File: src/sv/ctr_pkg.sv
// Constants, tables and helpers for the color temperature to RGB converter.
package ctr_pkg;

  localparam logic [24:0] DIV100_RECIP   = 25'd21474837;
  localparam logic [15:0] T_HIGH_KELVIN  = 16'd6600;
  localparam logic [15:0] T_BLUE_KELVIN  = 16'd1900;
  localparam logic [17:0] POW_SHIFT_Q8   = 18'd15360;
  localparam logic [17:0] BLUE_SHIFT_Q8  = 18'd2560;
  localparam logic [17:0] ONE_Q8         = 18'd256;

  localparam logic [23:0] GREEN_LOG_COEF = 24'd6518919;
  localparam logic [24:0] GREEN_LOG_OFFS = 25'd10559132;
  localparam logic [23:0] BLUE_LOG_COEF  = 24'd9077898;
  localparam logic [24:0] BLUE_LOG_OFFS  = 25'd19991416;
  localparam logic [24:0] RED_POW_COEF   = 25'd21607136;
  localparam logic [13:0] RED_POW_EXP    = 14'd8730;
  localparam logic [24:0] GREEN_POW_COEF = 25'd18882375;
  localparam logic [13:0] GREEN_POW_EXP  = 14'd4949;
  localparam logic [29:0] LN2_Q30        = 30'd744261118;

  localparam logic [16:0] LOG2_TAB [17] = '{
    17'd0, 17'd5732, 17'd11136, 17'd16248, 17'd21098, 17'd25711, 17'd30109,
    17'd34312, 17'd38336, 17'd42196, 17'd45904, 17'd49472, 17'd52911,
    17'd56229, 17'd59434, 17'd62534, 17'd65536
  };

  localparam logic [17:0] EXP2_TAB [17] = '{
    18'd65536, 18'd68438, 18'd71468, 18'd74632, 18'd77936, 18'd81386,
    18'd84990, 18'd88752, 18'd92682, 18'd96785, 18'd101070, 18'd105545,
    18'd110218, 18'd115097, 18'd120194, 18'd125515, 18'd131072
  };

  typedef struct packed {
    logic hi;  // power curve branch
    logic bz;  // blue forced to zero
    logic gz;  // green log argument below one
  } flags_t;

  typedef struct packed {
    logic [17:0] mant;
    logic [3:0]  sh;
  } pow_mant_t;

  // 2^-y as mantissa and extra right shift, y is Q16
  function automatic pow_mant_t pow_mant(input logic [18:0] y);
    pow_mant_t   res;
    logic [16:0] u;
    logic [3:0]  i;
    logic [11:0] r;
    logic [17:0] lo;
    logic [17:0] hi;
    logic [12:0] d;
    logic [25:0] prod;
    u = 17'h10000 - {1'b0, y[15:0]};
    i = u[15:12];
    r = u[11:0];
    lo = EXP2_TAB[i];
    hi = EXP2_TAB[5'({1'b0, i}) + 5'd1];
    d = 13'(hi - lo);
    prod = 26'(d * r) + 26'd2048;
    if (y[15:0] == 16'd0) begin
      res.mant = 18'd65536;
      res.sh = {1'b0, y[18:16]};
    end else begin
      res.mant = lo + 18'(prod[25:12]);
      res.sh = {1'b0, y[18:16]} + 4'd1;
    end
    return res;
  endfunction

  function automatic logic [7:0] clamp8(input logic [13:0] v);
    return (v > 14'd255) ? 8'hFF : v[7:0];
  endfunction

endpackage

File: src/sv/ctr_log2.sv
// Two-stage log2 of a Q8 value, Q16 result, table with linear interpolation.
module ctr_log2 (
  input  logic        clk,
  input  logic [17:0] x,
  output logic [19:0] l2
);

  logic [4:0]  p;
  logic [37:0] norm;
  logic [3:0]  ip;
  logic [3:0]  idx;
  logic [15:0] rem;
  logic [16:0] lo;
  logic [16:0] hi;
  logic [12:0] d;
  logic [29:0] prod;

  always_comb begin
    p = '0;
    for (int i = 0; i < 18; i++) begin
      if (x[i]) p = 5'(i);
    end
    norm = {x, 20'd0} >> p;
  end

  always_ff @(posedge clk) begin
    ip  <= 4'(p - 5'd8);
    idx <= norm[19:16];
    rem <= norm[15:0];
  end

  always_comb begin
    lo = ctr_pkg::LOG2_TAB[idx];
    hi = ctr_pkg::LOG2_TAB[5'({1'b0, idx}) + 5'd1];
    d = 13'(hi - lo);
    prod = 30'(d * rem) + 30'd32768;
  end

  always_ff @(posedge clk) begin
    l2 <= {ip, 16'd0} + 20'(lo) + 20'(prod[29:16]);
  end

endmodule

File: config.mk
export PLATFORM = sky130hd
export DESIGN_NAME = ctr_log2
export DESIGN_NICKNAME = d
export VERILOG_FILES = /design/src/sv/ctr_pkg.sv /design/src/sv/ctr_log2.sv
export SDC_FILE = /design/constraint.sdc
export NUM_CORES = 1
export LEC_CHECK = 0
export ABC_AREA = 1
export BUFFER_PORTS_ARGS = -buffer_cell sky130_fd_sc_hd__buf_2
export CAP_MARGIN = 20
export CORE_ASPECT_RATIO = 0.5
export CORE_UTILIZATION = 65
export DETAILED_ROUTE_END_ITERATION = 10
export PLACE_DENSITY = 0.84
export SYNTH_ARGS = -nofsm -noshare
export SYNTH_HDL_FRONTEND = slang
export SYNTH_SLANG_ARGS = --single-unit
File: constraint.sdc
create_clock -name clk -period 10.8 [get_ports clk]
set_input_delay 0 -clock clk [delete_from_list [all_inputs] [get_ports clk]]
set_output_delay 0 -clock clk [all_outputs]
set_load 0.01 [all_outputs]
# Word-level counts from Yosys, hierarchy flattened
# Memory sizes are Yosys's and may differ from the RTL's.
# Index checks and enable logic that the tools add are counted.
# totals
romBits	1088
input_bits	19
register_bits	44
output_inout_bits	20
n_memories	2
word_cells	39
# classes
order_cmp	2
mul	1
bitwise	2
n_shift	1
add_sub_neg	6
muxes	21
# mem_list
name	words	word_bits	rd	rd_ports_with_merged_regs	write_ports	line_no	source
(no name shown)	32	17	1	0	0	ctr_log2.sv:34	hi = ctr_pkg::LOG2_TAB[5'({1'b0, idx}) + 5'd1];
(no name shown)	32	17	1	0	0	ctr_log2.sv:33	lo = ctr_pkg::LOG2_TAB[idx];
# op_table
op	n
two-way mux 5 bit	16
right shift 38 x 5 -> 20 bit	1
two-way mux 17 bit	2
adder 29 x 16 -> 30 bit, second input constant	1
multiplier 13 x 16 -> 29 bit	1
two-way mux 13 bit	2
adder 20 x 14 -> 20 bit	1
adder 20 x 17 -> 20 bit	1
subtractor 13 bit	1
greater-or-equal comparator 5 x 6 -> 1 bit, second input constant	1
greater-or-equal comparator 6 bit, second input constant	1
NOT 5 -> 6 bit	1
adder 4 x 1 -> 5 bit, second input constant	1
NOT 4 -> 5 bit	1
subtractor 4 bit, second input constant	1
two-way mux 1 bit	1

# Depth between registers and ports, before layout
# depth
depth_word	18
ltp_mapped	55
mapped_depth_nobuf	55

# Worst setup path before layout
# Ideal clock, no wire load.
# synth_path
path_type	reg-to-reg
startpoint	register idx[0]
endpoint	register l2[16]
required_ns	10.681
setup_time_ns	0.119
n_path_buf	1
period_less_slack_ns	9.097
arrival_ns	8.978
setup_slack_ns	1.703
path_stages_with_launch	51
cell_sequence	dfxtp_1 ha_1 inv_1 ha_1 clkinv_1 nand2_1 a211o_1 ha_1 inv_1 fa_1 nand3_1 nand2_1 nand2_1 nand2_1 nand2_1 nand2_1 nand2_1 nand2_1 [... 15 more ...] a21oi_1 o21ai_0 xor2_1 ha_1 fa_1 a21o_1 a21oi_1 o21ai_1 nand3_1 nand2_1 nand2_1 nand2_1 nand3_1 nand2_1 nand2_1 nand2_1 and3_1 xor2_1
# synth_via
elab_chain_len	9
word_cells_on_any_way	14
cone_classes	add/sub (5); mul (1); mux (4); bitwise (2); memory (2)
# synth_lines
item	line_no	source
start: declaration	ctr_log2.sv:11	logic [3:0] idx;
start signal: assignment	ctr_log2.sv:28	idx <= norm[19:16];
adder 4 x 1 -> 5 bit	ctr_log2.sv:34	
NOT 5 -> 6 bit (not written as such)	ctr_log2.sv:34	
memory (32 x 17 bit)	-	
two-way mux 13 bit (not written as such) (2 in series)	ctr_log2.sv:34	
subtractor 13 bit	ctr_log2.sv:35	d = 13'(hi - lo);
multiplier 13 x 16 -> 29 bit	ctr_log2.sv:36	prod = 30'(d * rem) + 30'd32768;
adder 29 x 16 -> 30 bit	ctr_log2.sv:36	
adder 20 x 14 -> 20 bit *	ctr_log2.sv:40	l2 <= {ip, 16'd0} + 20'(lo) + 20'(prod[29:16]);
end signal: assignment	ctr_log2.sv:40	
end: declaration	ctr_log2.sv:5	output logic [19:0] l2
# Every way passes the cells marked *; elsewhere a longest branch is shown, timed or not. The select of a mux whose other input is x is not followed.

# Final worst setup path
# layout_path
startpoint	register idx[0]
endpoint	register l2[18]
# Same word-level chain as after synthesis.

==> flow_summary.yaml <==
clock_tree:
  clk_pin_slew_worst_paths_ns: 0.08
  clock_path_buffers: 2
  cts_made_buffers: 5
  clk_latency_ns: 0.30
  cts.sink_count: 44
  cts_tree: "done"
  cts.htree.levels: 2
  root_buffer: "clkbuf_16"
hold_path:
  hold_class: "in -> reg"
route:
  drt_wl_total_mm: 26.8
  detail_route.wl_per_cell_um: 16.5
  vias: 9181
  dr.pass1.iters: 6
  drt-initial-drc-count: 839
  drc_errors: 0
  postRouteAntennaNets: 0
  vias_per_cell: 5.65
sta:
  period_minus_slack_ns: 9.98
  finalSetupViolCount: 0
  fin_worst_skew_ns: 0.0205
  hold_violations: 0
  setup_tns_ns: 0
  fmax_mhz: 100
  rsz0062_at_grt: "no"
  relSlewSlack_pct: 44.5
  slew_violations: 0
  max_slew.worst_pin.slew_ns: 0.829
  post-route-period-util_pct: 92.4
cells_and_area:
  regArea_um2: 885
  fin_nets: 1730
  drive_gt1_share_pct: 6.62
  n_fill_cell: 1301
  area_growth_pct: 5.63
  final_cell_mix: "nand2_1, inv_1, fa_1, ha_1, nor2_1"
  final_core_util_pct: 70.7
  mostFrequentLayoutCell: "nand2_1"
  multi_input_area_um2: 8330
  fin_cells: 1624
  antenna_cells: 0
  design_area_um2: 11000
critical_path:
  cp_common_cell: "nand2_1"
  max_stage_delay_ns: 0.55
  crit_slowest_cell: "fa_1"
  crit_fanout: 10
  arrival_ns: 10.18
  end_kind: "register"
  crit_required_ns: 11.00
  path_buf_inv: 5
  crit_family: "adder cells"
  worstSetupStartpointType: "register"
  critical_path_class: "reg -> reg"
job:
  cap_violations: 0
floorplanning:
  die_width_um: 181
  fp.dieH_um: 91.5
  initial_utilization_pct: 67.0
  io_pins: 39
  core.rowCount: 32
  dieArea_um2: 16500
  fp.coreArea_um2: 15500
global_route:
  grt_max_degree: 24
  grt_pass1_vias: 9002
  gr-usage-all-layers_pct: 34.2
  antenna_found_initial: 0
  grt_pass1_wl_mm: 44.4
  grt_overflow: 0
yosys:
  ys_ff_latch: 44
  ys_top_cells_by_area: "fa_1, ha_1, nand2_1, inv_1, dfxtp_1"
  ys_seq_area_share_pct: 8.47
  synth_top_area_share_pct: 30.0
  netlist_area_um2: 10400
  ys_types: 49
  yosys_warnings: 0
  synth_cells: 1396
  synth_area_leader_cell: "fa_1"
  syn_area_per_cell_um2: 7.45
place:
  numPortBuffers: 38
  gp_congestion: 0.973
  hpwlAfterDp_mm: 22.8
  dp_cells: 1612
  placed_cell_area_um2: 10800
run_status:
  status: "finished clean"
worst paths after layout:
path         startpoint      to  slack, ns  cells past startpoint
max              idx[0]  l2[18]       0.82                     48
max reg2reg      idx[0]  l2[18]       0.82                     48
min reg2reg       ip[3]  l2[19]       0.45                      1
min                x[0]  rem[5]       0.11                      3
sequential cells by signal (all words and copies together), names as in the netlist:
register,cells
rem,16
idx,4
l2,20
ip,4
tightest hold or removal path: cells and delay by family:
family / cells / cell delay, ns
AOI/OAI and AO/OA: 1 / 0.10
buffers and inverters: 1 / 0.12
and+or+nand+nor: 1 / 0.13
layout make-up:
type                            instances  area share, %
Multi-Input combinational cell       1037           75.8
Inverter                              282           9.67
Sequential cell                        44           8.05
Timing Repair Buffer                   49           2.60
Tap cell                              204           2.32
Clock buffer                            5           1.14
Clock inverter                          3          0.421
synth_stat cells (all sizes together):
library cell and n:
nand2 332, inv 278, fa 156, ha 136, nor2 109, nand3 75, a21oi 67, o21ai 53
dfxtp 44, clkbuf 26, xor2 24, or2 13, xnor2 12, buf 9, nor3 9, a211oi 7
o22ai 6, a31oi 5, clkinv 4, nand4 4, a21o 3, and2 3, o211ai 3, a211o 2
nor4 2, o221ai 2, o311ai 2, a21boi 1, a221oi 1, a22oi 1, and3 1, conb 1
mux2i 1, o2111ai 1, o211a 1, o21bai 1, o31ai 1
metrics by stage:
stage	setup slack, ns	hold WS [ns]
after floorplan	1.70	0.132
after global placement	0.704	0.278
after detailed placement	0.575	0.277
after CTS	0.548	0.0992
after global routing	0.0160	0.112
final	0.825	0.108
logic make-up (layout without fill, tap and decap cells):
logic type,Yosys count,after routing,share of synthesized area [%]
flops,44,44,8.47
xor+xnor,36,36,3.03
fa+ha+maj,292,292,46.4
compound gates,157,157,8.58
buf+inv,317,339,11.7
simple gates,548,548,21.8
other cells,1,3,0.0360
mux,1,1,0.0962
repair_timing:
| action | CTS | global route |
|---|---|---|
| gates resized for setup | 0 | 7 |
| hold buffers | 2 | 0 |
| setup endpoints to repair | 0 | 7 |
| buffers inserted | 0 | 1 |
| hold endpoints to repair | 1 | 0 |
per-layer routing:
metal  wire length, µm  part of all wire [%]  GRT usage [%]
met4               663                   2.5           9.76
met1             12200                    46           48.6
met2             12000                    45           55.7
met3              1940                   7.2           3.37
met5                 0                     0              0
Power is left out: the tool's default activity adds up to more than one toggle a clock period on the data nets, which glitch-free logic cannot reach.
